### src/rtl/gfl_pkg.sv
`timescale 1ns / 1ps
// Shared types and constants for the gamma fit block.
// No dependencies; every other file imports this package.
package gfl_pkg;

    localparam int CODE_W    = 16;   // width of a code word and of a register
    localparam int CODE_BITS = 16;   // significant bits of a code
    localparam int E_BITS    = 4;    // integer part of a log2 of a 16-bit value
    localparam int MANT_BITS = 30;   // mantissa fraction bits in the log unit
    localparam int QDEPTH    = 4;    // entries in the front queue
    localparam int QPTR_W    = 2;

    localparam logic [23:0] GAMMA_MAX = 24'h7FFFFF;
    localparam logic [23:0] GAMMA_MIN = 24'h800000;

    typedef enum logic [1:0] {
        ST_OK        = 2'd0,
        ST_ZERO_DEN  = 2'd1,
        ST_BELOW_MIN = 2'd2,
        ST_BAD_RANGE = 2'd3
    } gfl_status_t;

    typedef enum logic [1:0] {
        REG_IN_MIN  = 2'd0,
        REG_IN_MAX  = 2'd1,
        REG_OUT_MIN = 2'd2,
        REG_OUT_MAX = 2'd3
    } gfl_reg_t;

    typedef enum logic [3:0] {
        BK_IDLE,
        BK_DECIDE,
        BK_LSTART,
        BK_LWAIT,
        BK_MUL,
        BK_ACC,
        BK_FIN,
        BK_DSTART,
        BK_DWAIT
    } gfl_bstate_t;

    typedef struct packed {
        logic [CODE_W-1:0] in_min;
        logic [CODE_W-1:0] in_max;
        logic [CODE_W-1:0] out_min;
        logic [CODE_W-1:0] out_max;
    } gfl_cfg_t;

    typedef struct packed {
        logic              use_pt;    // point enters the denominator sum
        logic              has_y;     // point also enters the numerator sum
        logic              below;     // a sample fell below its minimum
        logic              range_ok;  // both ranges valid when the word came in
        logic              last;
        logic [CODE_W-1:0] dx;
        logic [CODE_W-1:0] dy;
    } gfl_item_t;

endpackage

### src/rtl/gfl_front.sv
`timescale 1ns / 1ps
// Front end: masks and classifies each incoming word and queues it.
// Depends on gfl_pkg.
module gfl_front
    import gfl_pkg::*;
(
    input  logic              clk,
    input  logic              rst_n,
    input  logic              push,
    output logic              full,
    input  logic [CODE_W-1:0] x_code,
    input  logic [CODE_W-1:0] y_code,
    input  logic              last,
    input  gfl_cfg_t          cfg,
    input  logic              q_pop,
    output logic              q_empty,
    output gfl_item_t         q_item,
    output logic [CODE_W-1:0] in_rng,
    output logic [CODE_W-1:0] out_rng
);

    localparam logic [CODE_W-1:0] CODE_MASK =
        (CODE_BITS >= CODE_W) ? {CODE_W{1'b1}} : CODE_W'((32'd1 << CODE_BITS) - 32'd1);

    logic [CODE_W-1:0] xm, ym, imn, imx, omn, omx;
    logic              range_ok;
    gfl_item_t         item;

    gfl_item_t         q_mem [QDEPTH];
    logic [QPTR_W-1:0] wr_ptr_reg, rd_ptr_reg;
    logic [QPTR_W:0]   count_reg, count_next;
    logic              push_ok, pop_ok;

    always_comb
    begin
        xm  = x_code & CODE_MASK;
        ym  = y_code & CODE_MASK;
        imn = cfg.in_min & CODE_MASK;
        imx = cfg.in_max & CODE_MASK;
        omn = cfg.out_min & CODE_MASK;
        omx = cfg.out_max & CODE_MASK;
        range_ok      = (imx > imn) && (omx > omn);
        item.range_ok = range_ok;
        item.below    = range_ok && ((xm < imn) || ((xm > imn) && (ym < omn)));
        item.use_pt   = range_ok && (xm > imn) && (ym >= omn);
        item.has_y    = ym > omn;
        item.last     = last;
        item.dx       = xm - imn;
        item.dy       = ym - omn;
        in_rng        = imx - imn;
        out_rng       = omx - omn;
    end

    assign full    = count_reg == (QPTR_W+1)'(QDEPTH);
    assign q_empty = count_reg == '0;
    assign push_ok = push && !full;
    assign pop_ok  = q_pop && !q_empty;
    assign q_item  = q_mem[rd_ptr_reg];

    always_comb
    begin
        count_next = count_reg + (QPTR_W+1)'(push_ok) - (QPTR_W+1)'(pop_ok);
    end

    always_ff @(posedge clk or negedge rst_n)
    begin
        if (!rst_n)
        begin
            wr_ptr_reg <= '0;
            rd_ptr_reg <= '0;
            count_reg  <= '0;
        end
        else
        begin
            count_reg <= count_next;
            if (push_ok)
                wr_ptr_reg <= wr_ptr_reg + 1'b1;
            if (pop_ok)
                rd_ptr_reg <= rd_ptr_reg + 1'b1;
        end
    end

    always_ff @(posedge clk)
    begin
        if (push_ok)
            q_mem[wr_ptr_reg] <= item;
    end

endmodule

### config.mk
export PLATFORM = sky130hd
export DESIGN_NAME = gfl_front
export DESIGN_NICKNAME = d
export VERILOG_FILES = /design/src/rtl/gfl_pkg.sv /design/src/rtl/gfl_front.sv
export SDC_FILE = /design/constraint.sdc
export NUM_CORES = 1
export LEC_CHECK = 0
export BUFFER_PORTS_ARGS = -buffer_cell sky130_fd_sc_hd__buf_2
export CAP_MARGIN = 20
export CORE_UTILIZATION = 55
export CTS_CLUSTER_DIAMETER = 120
export DETAILED_ROUTE_END_ITERATION = 16
export PLACE_DENSITY = 0.79
export SYNTH_ARGS = -nofsm -noshare
export SYNTH_HDL_FRONTEND = slang
export SYNTH_SLANG_ARGS = --single-unit
### constraint.sdc
create_clock -name clk -period 2.6 [get_ports clk]
set_input_delay 0 -clock clk [delete_from_list [all_inputs] [get_ports clk]]
set_output_delay 0 -clock clk [all_outputs]
set_load 0.01 [all_outputs]
==> metrics.md, run 1 <==
| Metric | Value |
|---|---|
| RSZ-0062 raised after global routing | false |
| Asr flop ratio synth | 0.0452 |
| Leakage | 4.57 nW |
| Total core area | 0.0165 mm2 |
| PortBufs | 171 |
| Most used DFF post-synth | edfxtp_1 |
| Clock Tree Buf Depth | 2 |
| Fraction of layout cells with a size suffix above 1 | 0.267 |
| Inserted Clock Buffers | 17 |
| Clk Tree Root Cell | clkbuf_16 |
| Fin. Hold Viols | 0 |
| Routed vias | 6946 |
| Worst-Margin Slew | 0.560 ns |
| DRC errors left | 0 |
| Final core utilization | 0.671 |
| Max FFs per register | 148 |
| Row count | 47 |
| Die W | 132 um |
| Die area | 0.0174 mm2 |
| Post-Route Setup TNS | 0 ns |
| Clock Latency Late Sink | 0.42 ns |
| Min Hold Slack | 0.00990 ns |
| Crit-path cells | nor3b_1 -> nor2b_1 -> inv_1 -> ha_1 -> inv_1 -> ha_1 -> inv_1 -> fa_1 -> xnor2_1 -> xnor2_1 |
| Vias in the first global route | 6629 |
| CTS Hold Buffers Added | 3 |
| Seq/Total Area, Yosys | 0.497 |
| MaxCap Viol Count | 0 |
| H-Tree Level Count | 4 |
| EDFF count, synth | 148 |
| Initial core utilization | 0.563 |
| Largest net degree at the start of global routing | 39 |
| Crit path required time | 2.92 ns |
| Buf/Inv on CP | 3 |
| FMAX | 457 MHz |
| HPWL Detailed | 15200 um |
| DRT iter0 DRCs | 475 |
| Clock transition at path regs | 0.06 ns |
| Fin crit share | 0.841 |
| Nets | 1136 |
| R2R Path Start | count_reg[1]$_DFF_PN0_ |
| RePlAce Congestion | 0.937 |
| Post-synthesis cell type count | 58 |
| Cell count of the worst hold path | 3 |
| Antenna diode count | 0 |
| CP max-delay cell | dfrtp_1 |
| Max FO, Critical Path | 4 |
| FF+latch count, synth | 155 |
| Synthesized instance count | 772 |
| Pre-Repair DR Iteration Count | 5 |
| Hold Path Origin | q_pop |
| Clk sinks | 155 |
| Setup bufs post-CTS | 0 |
| Critical path origin | count_reg[1]$_DFF_PN0_ |
| R2R depth | 10 |
| Worst path most repeated cell | inv_1 |
| Crit path setup slack, layout | 0.413 ns |
| Max-Slew Margin vs Limit | 0.620 |
| Cell Area, Synth | 0.00930 mm2 |
| Crit path time final | 2.19 ns |
| Setup-failing EPs final | 0 |
| Routed WL per cell | 17.6 um |
| CP max stage delay | 0.44 ns |
| First-pass GRT wire length | 33500 um |
| Syn_nets | 948 |
| Yosys warning count | 0 |
| Area growth, synth to finish | 19.3% |
| GRT overflow | 0 |
| WHS Endpoint | rd_ptr_reg[0]$_DFFE_PN0P_ |
| Cell Pwr Density | 853 mW/mm2 |
| Status | completed |
| R2R Setup Slk | 0.41 ns |
| Routed Antenna Nets | 0 |
| CP arrival | 2.51 ns |
| Delay-heaviest family, CP | adder cells |
| TritonCTS clock tree | done |
| RR Endpoint | count_reg[2]$_DFF_PN0_ |
| Worst setup SP type | flip-flop |
| Initial antenna violation count | 0 |
| Die height | 132 um |
| HP Class | primary input to flip-flop |
| Final wirelength | 21000 um |
| VDD IR max | 0.000750 V |
| Worst setup EP type | flip-flop |
| IO Count | 172 |
| Kind of critical path | flip-flop to flip-flop |
| Skew final | 0.00668 ns |
| Synthesized area per cell | 12.0 um2 |
| Max-slew violations | 0 |
| Post_cts resized | 0 |
| Via density | 5.82 |
| Pre-CTS WS | 0.0588 ns |
| Total global routing track utilization | 0.249 |
how the worst max path moves through the flow:
stage	slack [ns]	endpoint	depth (start not counted)
after floorplan	0.30	count_reg[2]$_DFF_PN0_	11
after global placement	0.17	q_mem[0][36]$_DFFE_PP_	10
after detailed placement	0.06	q_mem[2][36]$_DFFE_PP_	10
after CTS	0.38	count_reg[2]$_DFF_PN0_	10
after global routing	0.21	count_reg[2]$_DFF_PN0_	9
final	0.41	count_reg[2]$_DFF_PN0_	10
tightest hold or removal path, cell delays in order:
cell and delay (ns):
buf_2 0.09, nor2b_1 0.16, xor2_1 0.13
layer usage:
layer  vias to the layer above  track usage  routed length, um
li1                       3329            -                  -
met1                      3329        0.337               9320
met2                       251        0.412               9970
met3                        37       0.0384               1230
met4                         0       0.0898                447
met5                         -            0                  0
cell type report:
type	count	area (um2)
Fill cell	1240	5430
Sequential cell	155	4620
Multi-Input combinational cell	529	4340
Timing Repair Buffer	189	1020
Clock buffer	17	425
Tap cell	220	275
Inverter	68	255
Clock inverter	15	150
synth_stat cells (9+ instances only):
| cell | count | share of area |
|---|---|---|
| a211o_1 | 9 | 0.0085 |
| nand4_1 | 11 | 0.0074 |
| o21ai_1 | 11 | 0.0059 |
| nor2b_1 | 19 | 0.013 |
| mux4_2 | 37 | 0.090 |
| inv_1 | 68 | 0.027 |
| edfxtp_1 | 148 | 0.48 |
| nand2_1 | 37 | 0.015 |
| nor2_1 | 49 | 0.020 |
| o21ai_0 | 21 | 0.011 |
| nand2b_1 | 9 | 0.0061 |
| a21oi_1 | 53 | 0.029 |
| clkbuf_1 | 14 | 0.0057 |
| nand3_1 | 21 | 0.011 |
| xnor2_1 | 25 | 0.024 |
| nor3_1 | 21 | 0.011 |
| xor2_1 | 9 | 0.0085 |
| ha_1 | 70 | 0.094 |
| o21a_1 | 16 | 0.013 |
| a21o_1 | 12 | 0.0097 |
cells in the final DEF, fill, tap and decap left out, drive strengths merged, types with 7 or more instances in the layout:
master / synthesis / layout
buf: 6 / 186
edfxtp: 148 / 148
ha: 70 / 70
inv: 68 / 69
a21oi: 53 / 53
nor2: 49 / 49
nand2: 37 / 37
mux4: 37 / 37
o21ai: 32 / 32
xnor2: 25 / 25
nor3: 21 / 21
nand3: 21 / 21
nor2b: 19 / 19
clkbuf: 14 / 17
o21a: 16 / 16
a21o: 12 / 12
nand4: 11 / 11
xor2: 9 / 9
nand2b: 9 / 9
a211o: 9 / 9
clkinv: 0 / 9
and3: 8 / 8
o31a: 8 / 8
dfrtp: 7 / 7
o311ai: 7 / 7
stage by stage:
| stage | cell area, um2 | cells | total power, mW |
|---|---|---|---|
| 2_1_floorplan | 9300 | 772 | 5.91 |
| 3_3_place_gp | 10500 | 1158 | 7.07 |
| 3_5_place_dp | 10500 | 1158 | 7.14 |
| 4_1_cts | 11100 | 1193 | 9.55 |
| 5_1_grt | 11100 | 1193 | 9.95 |
| 6_report | 11100 | 1193 | 9.47 |
where the power goes:
| part | leakage [nW] | internal, mW | total, mW | switching (mW) |
|---|---|---|---|---|
| sequential | 1.45 | 3.43 | 3.60 | 0.173 |
| clock | 0.276 | 1.41 | 2.36 | 0.950 |
| combinational | 2.85 | 1.58 | 3.51 | 1.93 |
kinds of logic (layout without fill, tap and decap cells):
logic type                 count (synthesis)  count (layout)  synth area share
adders and majority gates                 75              75             0.105
AOI/OAI and AO/OA                        174             174             0.124
and+or+nand+nor                          205             205             0.112
muxes                                     41              41            0.0942
DFF                                      155             155             0.497
xor gates and xnor gates                  34              34            0.0320
buffers and inverters                     88             289            0.0359
(Power assumes the default switching activity.)
==> inputs of run 2 (changes only) <==
ABC_AREA = 1   (was not set)
clock period = 2.03 ns   (was 2.6 ns; I/O delays follow)
==> run 2 against run 1 <==
Against the previous run: die area up 2.4%; via count up 14%; setup slack worse by 0.31 ns; combinational power rose by 48%; sequential power grew 29%; synthesized cell count increased by 39%; critical path type is now flip-flop to primary output; largest cell class unchanged.
==> metrics.md, run 2 <==
| Metric | Value |
|---|---|
| Most used DFF post-synth | edfxtp_1 |
| TritonCTS clock tree | done |
| Top cells by count, synth | nand2_1, edfxtp_1, inv_1 |
| Cell Pwr Density | 1110 mW/mm2 |
| Asr flop ratio synth | 0.0452 |
| Skew final | 0.00551 ns |
| RSZ-0062 raised after global routing | false |
| FF+latch count, synth | 155 |
| Internal power | 7.91 mW |
| EDFF count, synth | 148 |
| Crit path required time | 2.03 ns |
| Setup-failing EPs final | 0 |
| Storage element area | 0.00462 mm2 |
| Synthesized instance count | 1074 |
| Design area | 0.0113 mm2 |
| R2R Setup Slk | 0.15 ns |
| Vias in the first global route | 7453 |
| Post-synthesis cell type count | 33 |
| R2R Path Start | count_reg[1]$_DFF_PN0_ |
| Initial core utilization | 0.568 |
| HP Class | primary input to flip-flop |
| Worst-Margin Slew | 0.486 ns |
| Die area | 0.0178 mm2 |
| Cell Area, Synth | 0.00952 mm2 |
| Initial antenna violation count | 0 |
| Nets | 1432 |
| Routed Antenna Nets | 0 |
| Pre-Repair DR Iteration Count | 7 |
| Fin crit share | 0.949 |
| RePlAce Congestion | 0.922 |
| Kind of critical path | flip-flop to primary output |
| WHS Endpoint | wr_ptr_reg[1]$_DFFE_PN0P_ |
| Clock Power Share | 0.219 |
| Clk sinks | 155 |
| PortBufs | 171 |
| Commonest non-fill, non-tap cell in the layout | nand2_1 |
| Seq/Total Area, Yosys | 0.485 |
| Max-slew violations | 0 |
| Final wirelength | 21800 um |
| Clock Latency Late Sink | 0.41 ns |
| HPWL Detailed | 16300 um |
| Routed vias | 7917 |
| Commonest non-fill, non-tap cells in the layout | nand2_1, buf_2, edfxtp_1 |
| Psw | 4.69 mW |
| Row count | 47 |
| Clock transition at path regs | 0.06 ns |
| GRT overflow | 0 |
| Area growth, synth to finish | 18.8% |
| Max FFs per register | 148 |
| Crit path time final | 1.93 ns |
| Yosys top cell area share | 0.467 |
| Status | completed |
| Die height | 134 um |
| Clock Tree Buf Depth | 2 |
| Largest net degree at the start of global routing | 69 |
| Leakage | 5.27 nW |
| DRT iter0 DRCs | 481 |
| Sw frac | 0.372 |
| Hold Path Origin | push |
| Logic pwr share | 0.412 |
| Max FO, Critical Path | 50 |
| Max-Slew Margin vs Limit | 0.675 |
| Top post-synthesis cells by area | edfxtp_1, ha_1, nand2_1 |
| Antenna diode count | 0 |
| Total core area | 0.0168 mm2 |
| Inserted Clock Buffers | 17 |
| R2R depth | 8 |
| Total global routing track utilization | 0.253 |
| Area post-placement | 0.0107 mm2 |
| Die W | 134 um |
| Via density | 5.32 |
| Combined area of the multi-input logic cells | 0.00429 mm2 |
| Syn_nets | 1250 |
| Top-count cell post-synth | nand2_1 |
| Cell taking the most area after synthesis | edfxtp_1 |
| Fin. Hold Viols | 0 |
| Routed WL per cell | 14.7 um |
| Synthesized area per cell | 8.86 um2 |
| VDD IR max | 0.000856 V |
| MaxCap Viol Count | 0 |
| IO Count | 172 |
| Final core utilization | 0.675 |
| FMAX | 519 MHz |
| CP arrival | 1.93 ns |
| Sequential power share | 0.369 |
| Cell count of the worst hold path | 4 |
| H-Tree Level Count | 4 |
| Clk Tree Root Cell | clkbuf_16 |
| Worst setup EP type | primary output |
| Fraction of layout cells with a size suffix above 1 | 0.183 |
| Worst setup SP type | flip-flop |
| Yosys warning count | 0 |
| First-pass GRT wire length | 35200 um |
| # fillers | 1309 |
| RR Endpoint | count_reg[1]$_DFF_PN0_ |
| DRC errors left | 0 |
## run 2: worst max-delay path by stage
stage                                   endpoint                 startpoint  cells after the start
after detailed placement  count_reg[2]$_DFF_PN0_     count_reg[1]$_DFF_PN0_                      8
after floorplan            q_mem[0][0]$_DFFE_PP_     count_reg[1]$_DFF_PN0_                      4
after CTS                 count_reg[2]$_DFF_PN0_     count_reg[1]$_DFF_PN0_                      8
after global placement    count_reg[1]$_DFF_PN0_     count_reg[1]$_DFF_PN0_                      8
final                                 q_item[35]  rd_ptr_reg[0]$_DFFE_PN0P_                      4
after global routing      count_reg[2]$_DFF_PN0_     count_reg[1]$_DFF_PN0_                      8
## run 2: cells by family (layout without fill, tap and decap cells)
group                    count (synthesis)  count (layout)  synth area share
AND/OR/NAND/NOR                        436             436             0.190
AO/OA/AOI/OAI                          196             196             0.115
buffers and inverters                  169             362            0.0678
flip-flops                             155             155             0.485
adder cells (fa/ha/maj)                 75              75             0.103
XOR/XNOR                                43              43            0.0396
## run 2: metal layers
| layer | share of wire | routed length (um) | global-route usage |
|---|---|---|---|
| met1 | 0.44 | 9640 | 0.330 |
| met2 | 0.47 | 10400 | 0.428 |
| met3 | 0.069 | 1500 | 0.0411 |
| met4 | 0.015 | 333 | 0.0846 |
| met5 | 0 | 0 | 0 |
## run 2: layout make-up
cell class / count / share of cell area
tap: 220 / 0.0243
clock inverter: 10 / 0.00697
sequential: 155 / 0.409
timing repair buffer: 187 / 0.0938
multi-input combinational: 750 / 0.379
clock buffer: 20 / 0.0386
inverter: 145 / 0.0481
## run 2: stage by stage
stage / setup WS (ns) / hold WS, ns / std cells / power (mW) / TNS (ns)
after detailed placement: 0.108 / -0.156 / 1453 / 9.87 / 0
after CTS: 0.0965 / 0.0663 / 1487 / 12.6 / 0
after global routing: 0.0107 / 0.0974 / 1487 / 13.3 / 0
final: 0.104 / 0.0700 / 1487 / 12.6 / 0
after global placement: 0.163 / -0.162 / 1453 / 9.76 / 0
after floorplan: -0.0265 / -0.296 / 1074 / 7.87 / -3.92
## run 2: critical path: stages (launching register included)
cell	delay [ns]
dfrtp_2	0.38
buf_4	0.42
o21ai_0	0.17
o22ai_1	0.31
buf_2	0.20
## run 2: power groups by stage
stage                     Combinational (mW)  Clock (mW)  Sequential [mW]
final                                   5.19        2.76             4.65
after global routing                    5.71        2.90             4.71
after CTS                               5.21        2.77             4.65
after detailed placement                5.17           0             4.70
after global placement                  5.08           0             4.68
after floorplan                         3.24           0             4.63
## run 2: timing repair
action                                 4_1_cts  5_1_grt
buffers inserted                             0        0
hold buffers                                 4        0
setup endpoints to repair                    0        2
endpoints found under the hold margin       13        0
gates resized for setup                      0        1
