### config.mk
export PLATFORM = sky130hd
export DESIGN_NAME = gfl_back
export DESIGN_NICKNAME = d
export VERILOG_FILES = /design/src/rtl/gfl_pkg.sv /design/src/rtl/gfl_log2.sv /design/src/rtl/gfl_div.sv /design/src/rtl/gfl_back.sv
export SDC_FILE = /design/constraint.sdc
export NUM_CORES = 2
export LEC_CHECK = 0
export ABC_CLOCK_PERIOD_IN_PS = 23500
export BUFFER_PORTS_ARGS = -buffer_cell sky130_fd_sc_hd__buf_4
export CAP_MARGIN = 25
export CORE_MARGIN = 1
export CORE_UTILIZATION = 57
export CTS_CLUSTER_DIAMETER = 80
export DETAILED_ROUTE_END_ITERATION = 8
export MAX_ROUTING_LAYER = met4
export PLACE_DENSITY = 0.73
export SKIP_CTS_REPAIR_TIMING = 1
export SYNTH_ARGS = -nofsm -noshare
export SYNTH_HDL_FRONTEND = slang
export SYNTH_HIERARCHICAL = 1
export SYNTH_SLANG_ARGS = --single-unit
export TNS_END_PERCENT = 100
### constraint.sdc
create_clock -name clk -period 23.5 [get_ports clk]
set_input_delay 2.35 -clock clk [delete_from_list [all_inputs] [get_ports clk]]
set_output_delay 2.35 -clock clk [all_outputs]
set_load 0.01 [all_outputs]
### src/rtl/gfl_pkg.sv
`timescale 1ns / 1ps
// Shared types and constants for the gamma fit block.
// No dependencies; every other file imports this package.
package gfl_pkg;

    localparam int CODE_W    = 16;   // width of a code word and of a register
    localparam int CODE_BITS = 16;   // significant bits of a code
    localparam int E_BITS    = 4;    // integer part of a log2 of a 16-bit value
    localparam int MANT_BITS = 30;   // mantissa fraction bits in the log unit
    localparam int QDEPTH    = 4;    // entries in the front queue
    localparam int QPTR_W    = 2;

    localparam logic [23:0] GAMMA_MAX = 24'h7FFFFF;
    localparam logic [23:0] GAMMA_MIN = 24'h800000;

    typedef enum logic [1:0] {
        ST_OK        = 2'd0,
        ST_ZERO_DEN  = 2'd1,
        ST_BELOW_MIN = 2'd2,
        ST_BAD_RANGE = 2'd3
    } gfl_status_t;

    typedef enum logic [1:0] {
        REG_IN_MIN  = 2'd0,
        REG_IN_MAX  = 2'd1,
        REG_OUT_MIN = 2'd2,
        REG_OUT_MAX = 2'd3
    } gfl_reg_t;

    typedef enum logic [3:0] {
        BK_IDLE,
        BK_DECIDE,
        BK_LSTART,
        BK_LWAIT,
        BK_MUL,
        BK_ACC,
        BK_FIN,
        BK_DSTART,
        BK_DWAIT
    } gfl_bstate_t;

    typedef struct packed {
        logic [CODE_W-1:0] in_min;
        logic [CODE_W-1:0] in_max;
        logic [CODE_W-1:0] out_min;
        logic [CODE_W-1:0] out_max;
    } gfl_cfg_t;

    typedef struct packed {
        logic              use_pt;    // point enters the denominator sum
        logic              has_y;     // point also enters the numerator sum
        logic              below;     // a sample fell below its minimum
        logic              range_ok;  // both ranges valid when the word came in
        logic              last;
        logic [CODE_W-1:0] dx;
        logic [CODE_W-1:0] dy;
    } gfl_item_t;

endpackage

### src/rtl/gfl_log2.sv
`timescale 1ns / 1ps
// Iterative base-2 logarithm: one fraction bit per cycle by repeated squaring.
// Depends on gfl_pkg.
module gfl_log2
    import gfl_pkg::*;
#(
    parameter int LOG_FRAC_BITS = 16
) (
    input  logic                              clk,
    input  logic                              rst_n,
    input  logic                              start,
    input  logic [CODE_W-1:0]                 operand,
    output logic                              done,
    output logic [E_BITS+LOG_FRAC_BITS-1:0]   result
);

    localparam int CNT_W = $clog2(LOG_FRAC_BITS + 1);

    logic [E_BITS-1:0]        e_in, e_reg;
    logic [4:0]               sh;
    logic [MANT_BITS:0]       m_init, m_reg, m_step;
    logic [2*MANT_BITS+1:0]   sq;
    logic                     bit_one;
    logic [LOG_FRAC_BITS-1:0] frac_reg;
    logic [CNT_W-1:0]         cnt_reg;
    logic                     busy_reg, done_reg;

    // Leading-one position; the highest set bit wins.
    always_comb
    begin
        e_in = '0;
        for (int i = 0; i < CODE_W; i++)
        begin
            if (operand[i])
                e_in = E_BITS'(i);
        end
        sh     = 5'(MANT_BITS) - {1'b0, e_in};
        m_init = {{(MANT_BITS+1-CODE_W){1'b0}}, operand} << sh;
    end

    always_comb
    begin
        sq      = m_reg * m_reg;
        bit_one = sq[2*MANT_BITS+1];
        m_step  = bit_one ? sq[2*MANT_BITS+1:MANT_BITS+1] : sq[2*MANT_BITS:MANT_BITS];
    end

    always_ff @(posedge clk or negedge rst_n)
    begin
        if (!rst_n)
        begin
            busy_reg <= 1'b0;
            done_reg <= 1'b0;
        end
        else
        begin
            done_reg <= 1'b0;
            if (start)
                busy_reg <= 1'b1;
            else if (busy_reg && cnt_reg == CNT_W'(LOG_FRAC_BITS - 1))
            begin
                busy_reg <= 1'b0;
                done_reg <= 1'b1;
            end
        end
    end

    always_ff @(posedge clk)
    begin
        if (start)
        begin
            m_reg    <= m_init;
            e_reg    <= e_in;
            frac_reg <= '0;
            cnt_reg  <= '0;
        end
        else if (busy_reg)
        begin
            m_reg    <= m_step;
            frac_reg <= {frac_reg[LOG_FRAC_BITS-2:0], bit_one};
            cnt_reg  <= cnt_reg + 1'b1;
        end
    end

    assign done   = done_reg;
    assign result = {e_reg, frac_reg};

endmodule

### src/rtl/gfl_div.sv
`timescale 1ns / 1ps
// Restoring divider for the final ratio, rounded and saturated to signed Q8.16.
// Depends on gfl_pkg.
module gfl_div
    import gfl_pkg::*;
(
    input  logic        clk,
    input  logic        rst_n,
    input  logic        start,
    input  logic [63:0] num,
    input  logic [63:0] den,
    output logic        done,
    output logic [23:0] quot
);

    logic [63:0] a_mag;
    logic        num_neg, sat;
    logic [72:0] r_reg, d_reg, r_sub, r_next;
    logic        ge;
    logic [24:0] bits_reg;
    logic [4:0]  cnt_reg;
    logic        neg_reg, busy_reg, rnd_reg, done_reg;
    logic [23:0] quot_reg;
    logic [25:0] val26;
    logic [24:0] val;

    always_comb
    begin
        num_neg = num[63];
        a_mag   = num_neg ? (~num + 64'd1) : num;
        sat     = {9'b0, a_mag} >= {1'b0, den, 8'b0};
        ge      = r_reg >= d_reg;
        r_sub   = ge ? (r_reg - d_reg) : r_reg;
        r_next  = {r_sub[71:0], 1'b0};
        val26   = {1'b0, bits_reg} + 26'd1;
        val     = val26[25:1];
    end

    always_ff @(posedge clk or negedge rst_n)
    begin
        if (!rst_n)
        begin
            busy_reg <= 1'b0;
            rnd_reg  <= 1'b0;
            done_reg <= 1'b0;
        end
        else
        begin
            done_reg <= 1'b0;
            if (start)
            begin
                busy_reg <= !sat;
                done_reg <= sat;
            end
            else if (busy_reg && cnt_reg == 5'd24)
            begin
                busy_reg <= 1'b0;
                rnd_reg  <= 1'b1;
            end
            else if (rnd_reg)
            begin
                rnd_reg  <= 1'b0;
                done_reg <= 1'b1;
            end
        end
    end

    always_ff @(posedge clk)
    begin
        if (start)
        begin
            neg_reg  <= num_neg;
            quot_reg <= num_neg ? GAMMA_MIN : GAMMA_MAX;
            r_reg    <= {9'b0, a_mag};
            d_reg    <= {2'b0, den, 7'b0};
            bits_reg <= '0;
            cnt_reg  <= '0;
        end
        else if (busy_reg)
        begin
            r_reg    <= r_next;
            bits_reg <= {bits_reg[23:0], ge};
            cnt_reg  <= cnt_reg + 5'd1;
        end
        else if (rnd_reg)
        begin
            if (neg_reg)
                quot_reg <= (val > 25'd8388608) ? GAMMA_MIN : 24'(~val + 25'd1);
            else
                quot_reg <= (val > 25'd8388607) ? GAMMA_MAX : val[23:0];
        end
    end

    assign done = done_reg;
    assign quot = quot_reg;

endmodule

### src/rtl/gfl_back.sv
`timescale 1ns / 1ps
// Back end: takes queued words, forms log ratios, accumulates the sums and
// produces the result word. Depends on gfl_pkg, gfl_log2 and gfl_div.
module gfl_back
    import gfl_pkg::*;
#(
    parameter int MAX_POINTS    = 4096,
    parameter int LOG_FRAC_BITS = 16
) (
    input  logic              clk,
    input  logic              rst_n,
    input  logic              q_empty,
    input  gfl_item_t         q_item,
    output logic              q_pop,
    input  logic [CODE_W-1:0] in_rng,
    input  logic [CODE_W-1:0] out_rng,
    input  logic              pop,
    output logic              empty,
    output logic [23:0]       gamma_q16,
    output logic [1:0]        status,
    output logic [12:0]       points_used
);

    localparam int LU_W  = E_BITS + LOG_FRAC_BITS;
    localparam int LOG_W = LU_W + 1;
    localparam int P_W   = 2 * LOG_W;
    localparam int CNT_W = $clog2(MAX_POINTS + 1);

    gfl_bstate_t state_reg, state_next;
    gfl_item_t   item_reg;
    logic [1:0]  idx_reg;
    logic        mxy_reg;
    logic signed [LOG_W-1:0] lx_reg, ly_reg, lr, mul_b;
    logic signed [P_W-1:0]   prod_reg, prod_sh;
    logic [63:0]             prod_ext;
    logic [63:0]             sum_xx_reg, sum_xy_reg;
    logic [CNT_W-1:0]        cnt_reg;
    logic                    below_reg;
    logic                    out_valid_reg;
    logic [23:0]             gamma_reg;
    gfl_status_t             status_reg, st;
    logic [12:0]             used_reg;
    logic [CNT_W+12:0]       cnt_wide;

    logic              log_start, log_done, div_start, div_done, load_out;
    logic [CODE_W-1:0] log_opnd;
    logic [LU_W-1:0]   log_res;
    logic [23:0]       div_q;

    gfl_log2 #(.LOG_FRAC_BITS(LOG_FRAC_BITS)) u_log2 (
        .clk     (clk),
        .rst_n   (rst_n),
        .start   (log_start),
        .operand (log_opnd),
        .done    (log_done),
        .result  (log_res)
    );

    gfl_div u_div (
        .clk   (clk),
        .rst_n (rst_n),
        .start (div_start),
        .num   (sum_xy_reg),
        .den   (sum_xx_reg),
        .done  (div_done),
        .quot  (div_q)
    );

    always_comb
    begin
        case (idx_reg)
            2'd0:    log_opnd = item_reg.dx;
            2'd1:    log_opnd = in_rng;
            2'd2:    log_opnd = item_reg.dy;
            default: log_opnd = out_rng;
        endcase
        lr       = signed'({1'b0, log_res});
        mul_b    = mxy_reg ? ly_reg : lx_reg;
        prod_sh  = prod_reg >>> LOG_FRAC_BITS;
        prod_ext = {{(64-P_W){prod_sh[P_W-1]}}, prod_sh};
        cnt_wide = {13'b0, cnt_reg};
        if (!item_reg.range_ok)
            st = ST_BAD_RANGE;
        else if (below_reg)
            st = ST_BELOW_MIN;
        else if (sum_xx_reg == 64'd0)
            st = ST_ZERO_DEN;
        else
            st = ST_OK;
    end

    // Next state.
    always_comb
    begin
        state_next = state_reg;
        case (state_reg)
            BK_IDLE:
                if (!q_empty)
                    state_next = BK_DECIDE;
            BK_DECIDE:
                if (item_reg.use_pt && cnt_reg < CNT_W'(MAX_POINTS))
                    state_next = BK_LSTART;
                else
                    state_next = BK_FIN;
            BK_LSTART:
                state_next = BK_LWAIT;
            BK_LWAIT:
                if (log_done)
                begin
                    if (idx_reg == 2'd3 || (idx_reg == 2'd1 && !item_reg.has_y))
                        state_next = BK_MUL;
                    else
                        state_next = BK_LSTART;
                end
            BK_MUL:
                state_next = BK_ACC;
            BK_ACC:
                if (!mxy_reg && item_reg.has_y)
                    state_next = BK_MUL;
                else
                    state_next = BK_FIN;
            BK_FIN:
                if (!item_reg.last)
                    state_next = BK_IDLE;
                else if (out_valid_reg)
                    state_next = BK_FIN;
                else if (st != ST_OK)
                    state_next = BK_IDLE;
                else
                    state_next = BK_DSTART;
            BK_DSTART:
                state_next = BK_DWAIT;
            BK_DWAIT:
                if (div_done)
                    state_next = BK_IDLE;
            default:
                state_next = BK_IDLE;
        endcase
    end

    // Control outputs.
    always_comb
    begin
        q_pop     = 1'b0;
        log_start = 1'b0;
        div_start = 1'b0;
        load_out  = 1'b0;
        case (state_reg)
            BK_IDLE:   q_pop     = !q_empty;
            BK_LSTART: log_start = 1'b1;
            BK_DSTART: div_start = 1'b1;
            BK_FIN:    load_out  = item_reg.last && !out_valid_reg && (st != ST_OK);
            BK_DWAIT:  load_out  = div_done;
            default:   q_pop     = 1'b0;
        endcase
    end

    always_ff @(posedge clk or negedge rst_n)
    begin
        if (!rst_n)
        begin
            state_reg     <= BK_IDLE;
            out_valid_reg <= 1'b0;
            sum_xx_reg    <= '0;
            sum_xy_reg    <= '0;
            cnt_reg       <= '0;
            below_reg     <= 1'b0;
        end
        else
        begin
            state_reg <= state_next;
            if (state_reg == BK_DECIDE && item_reg.below)
                below_reg <= 1'b1;
            if (state_reg == BK_ACC)
            begin
                if (!mxy_reg)
                begin
                    sum_xx_reg <= sum_xx_reg + prod_ext;
                    cnt_reg    <= cnt_reg + 1'b1;
                end
                else
                    sum_xy_reg <= sum_xy_reg + prod_ext;
            end
            if (load_out)
            begin
                out_valid_reg <= 1'b1;
                sum_xx_reg    <= '0;
                sum_xy_reg    <= '0;
                cnt_reg       <= '0;
                below_reg     <= 1'b0;
            end
            else if (pop && out_valid_reg)
                out_valid_reg <= 1'b0;
        end
    end

    always_ff @(posedge clk)
    begin
        if (q_pop)
            item_reg <= q_item;
        if (state_reg == BK_DECIDE)
        begin
            idx_reg <= 2'd0;
            mxy_reg <= 1'b0;
        end
        if (state_reg == BK_LWAIT && log_done)
        begin
            case (idx_reg)
                2'd0:    lx_reg <= lr;
                2'd1:    lx_reg <= lx_reg - lr;
                2'd2:    ly_reg <= lr;
                default: ly_reg <= ly_reg - lr;
            endcase
            idx_reg <= idx_reg + 2'd1;
        end
        if (state_reg == BK_MUL)
            prod_reg <= lx_reg * mul_b;
        if (state_reg == BK_ACC)
            mxy_reg <= 1'b1;
        if (load_out)
        begin
            gamma_reg  <= (state_reg == BK_DWAIT) ? div_q : 24'd0;
            status_reg <= (state_reg == BK_DWAIT) ? ST_OK : st;
            used_reg   <= cnt_wide[12:0];
        end
    end

    assign empty       = !out_valid_reg;
    assign gamma_q16   = gamma_reg;
    assign status      = status_reg;
    assign points_used = used_reg;

endmodule

==> impl_metrics.env <==
export IMPL_outcome="complete, no violations"
export IMPL_min_period_over_period_pct=40.9
export IMPL_drive_above_1_share_pct=5.00
export IMPL_core_um2=144000
export IMPL_r2r_end="u_log2/m_reg[29]"
export IMPL_ioPinCount=114
export IMPL_syn_area_um2=83200
export IMPL_place_congestion=1.05
export IMPL_ant_nets=0
export IMPL_via_count=65050
export IMPL_hold_class="reg -> reg"
export IMPL_start_util_pct=57.7
export IMPL_setup_ws_ns=13.89
export IMPL_postSynthAreaPerCell_um2=9.02
export IMPL_rows=139
export IMPL_place_ws_ns=14.18
export IMPL_critPathRequiredTime_ns=23.94
export IMPL_htreeDepth=3
export IMPL_r2r_slack_ns=13.89
export IMPL_setup_viol=0
export IMPL_cts_buffer_depth=3
export IMPL_path_max_fanout=25
export IMPL_worst_pin_slew_ns=1.16
export IMPL_hpwl_um=178000
export IMPL_cts_root_buf="clkbuf_16"
export IMPL_skew_ns=0.0509
export IMPL_synth_edff_count=334
export IMPL_grtUsageTotal_pct=32.5
export IMPL_grt_pass1_vias=66875
export IMPL_r2r_start="u_log2/m_reg[22]"
export IMPL_yosysSeqAreaShare_pct=18.1
export IMPL_die_w_um=384
export IMPL_rsz0062_at_grt="false"
export IMPL_fin_setup_tns_ns=0
export IMPL_synth_nets=11184
export IMPL_cts_tree="built"
export IMPL_setup_worst_path_start="u_log2/m_reg[22]"
export IMPL_max_cap_violations=0
export IMPL_rr_worst_depth=22
export IMPL_critPathCaptureType="register"
export IMPL_syn2layout_area_growth_pct=5.78
export IMPL_crit_end="u_log2/m_reg[29]"
export IMPL_die_height_um=384
export IMPL_placed_cells=10915
export IMPL_synth_top_area_share_pct=29.1
export IMPL_drt_iter0_drc=5455
export IMPL_ys_seq_elements=547
export IMPL_period_needed_ns=9.61
export IMPL_grt_overflow=0
export IMPL_ys_top_cells_by_area="fa_1, edfxtp_1, ha_1, inv_1, dfrtp_1"
export IMPL_largest_register_ffs=73
export IMPL_yosysWarnings=6
export IMPL_clk_latency_ns=0.71
export IMPL_path_class="reg -> reg"
export IMPL_io_buffers=113
export IMPL_critPathLaunchType="register"
export IMPL_routed_via_density=5.89
export IMPL_synthFlopType="edfxtp_1"
export IMPL_grt_max_degree=105
export IMPL_holdWs_ns=0.467
export IMPL_drc_errors=0
export IMPL_async_flop_share_pct=27.8
export IMPL_max_freq_ghz=0.104
export IMPL_first_pass_iters=9
export IMPL_relSlewSlack_pct=21.5
export IMPL_routedWlPerCell_um=20.6
export IMPL_crit_arrival_ns=10.06
export IMPL_slew_viol_final=0
export IMPL_finalNetCount=11044
export IMPL_hold_viol=0
export IMPL_clock_sinks=547
export IMPL_netlist_instances=9226
export IMPL_antenna_found_initial=6
export IMPL_grt_first_pass_wirelength_um=366000
export IMPL_cts_buffers=68
export IMPL_synth_largest_area_cell="fa_1"
export IMPL_drt_total_wl_um=228000
export IMPL_fin_cells=11050
export IMPL_die_area_um2=148000
export IMPL_path_clk_slew_ns=0.06
export IMPL_synth_distinct_cells=120
==> worst min path at each step <==
stage                     slack (ns)   startpoint               to  cells past startpoint
after global placement          0.44  cnt_reg[10]  points_used[10]                      0
after global routing            0.48  cnt_reg[10]  points_used[10]                      0
after floorplan                 0.42   u_div/done     state_reg[3]                      1
final                           0.47  cnt_reg[10]  points_used[10]                      0
after CTS                       0.47  cnt_reg[10]  points_used[10]                      0
after detailed placement        0.46  cnt_reg[10]  points_used[10]                      0
==> layout by cell type, fill, tap and decap left out, types with 61 or more instances in the layout <==
| master | instances |
|---|---|
| fa_1 | 1210 |
| mux2i_1 | 112 |
| xnor2_1 | 226 |
| o21a_1 | 61 |
| o21ai_0 | 416 |
| nor2_1 | 448 |
| and2_1 | 292 |
| clkbuf_16 | 70 |
| nand2b_1 | 73 |
| nand3_1 | 192 |
| ha_1 | 673 |
| edfxtp_1 | 334 |
| nor2b_1 | 149 |
| xor2_1 | 171 |
| a21oi_1 | 455 |
| dfxtp_1 | 61 |
| nand4_1 | 109 |
| inv_1 | 1736 |
| buf_4 | 205 |
| dfrtp_1 | 150 |
| nor3_1 | 93 |
| nand2_1 | 882 |
| a21o_1 | 185 |
==> cell families after synthesis <==
| group | share of synthesized area [%] |
|---|---|
| XOR/XNOR | 4.21 |
| buffers and inverters | 9.83 |
| flip-flops | 18.1 |
| AO/OA/AOI/OAI | 12.3 |
| multiplexers | 1.78 |
| adder cells (fa/ha/maj) | 39.3 |
| AND/OR/NAND/NOR | 14.5 |
==> metrics by stage <==
stage	area, µm²	utilization, %
floorplan	83200	-
global placement	85600	59.4
detailed placement	85600	59.4
CTS	88000	61.0
global route	88000	61.1
finish	88000	61.1
==> synthesized netlist by cell type (all sizes together), types with 73 or more instances <==
library cell / number
nand2: 885
nor2: 453
nand4: 109
inv: 1737
nand3: 194
edfxtp: 334
o21ai: 434
xor2: 171
xnor2: 227
mux2i: 113
nor2b: 150
nand2b: 73
dfrtp: 152
a21oi: 455
clkbuf: 360
fa: 1210
nor3: 101
ha: 675
and2: 292
a21o: 188
==> final cells by class <==
type	count	area, µm²
fill	12169	56100
clock inverter	39	517
clock buffer	86	1850
antenna	6	15.0
sequential	547	15100
inverter	1738	6530
timing repair buffer	210	1610
tap	1903	2380
multi-input combinational	6521	60100
==> per-layer routing <==
layer	vias up	routed length (µm)	global-route usage, %
met4	0	7650	10.5
met2	2600	105000	50.3
li1	29720	-	-
met1	32308	97600	44.5
met3	422	17900	4.24
met5	-	0	-
==> worst max-delay path, cell delays in order (launching register included) <==
cell and delay (ns):
edfxtp_1 0.94, buf_4 0.41, nand2_1 0.14, fa_1 0.57
inv_1 0.08, fa_1 0.49, fa_1 0.52, inv_1 0.05
fa_1 0.47, inv_1 0.05, fa_1 0.48, fa_1 0.56
fa_1 0.43, fa_1 0.45, ha_1 0.44, a21oi_1 0.63
o211ai_1 0.20, a211o_1 0.40, o211ai_1 0.42, o21a_1 0.23
o211a_1 0.70, nand2_1 0.33, o221a_2 0.33
Power is not shown: default switching activity piles up to over one toggle a cycle in this logic, so the estimate is an artifact.
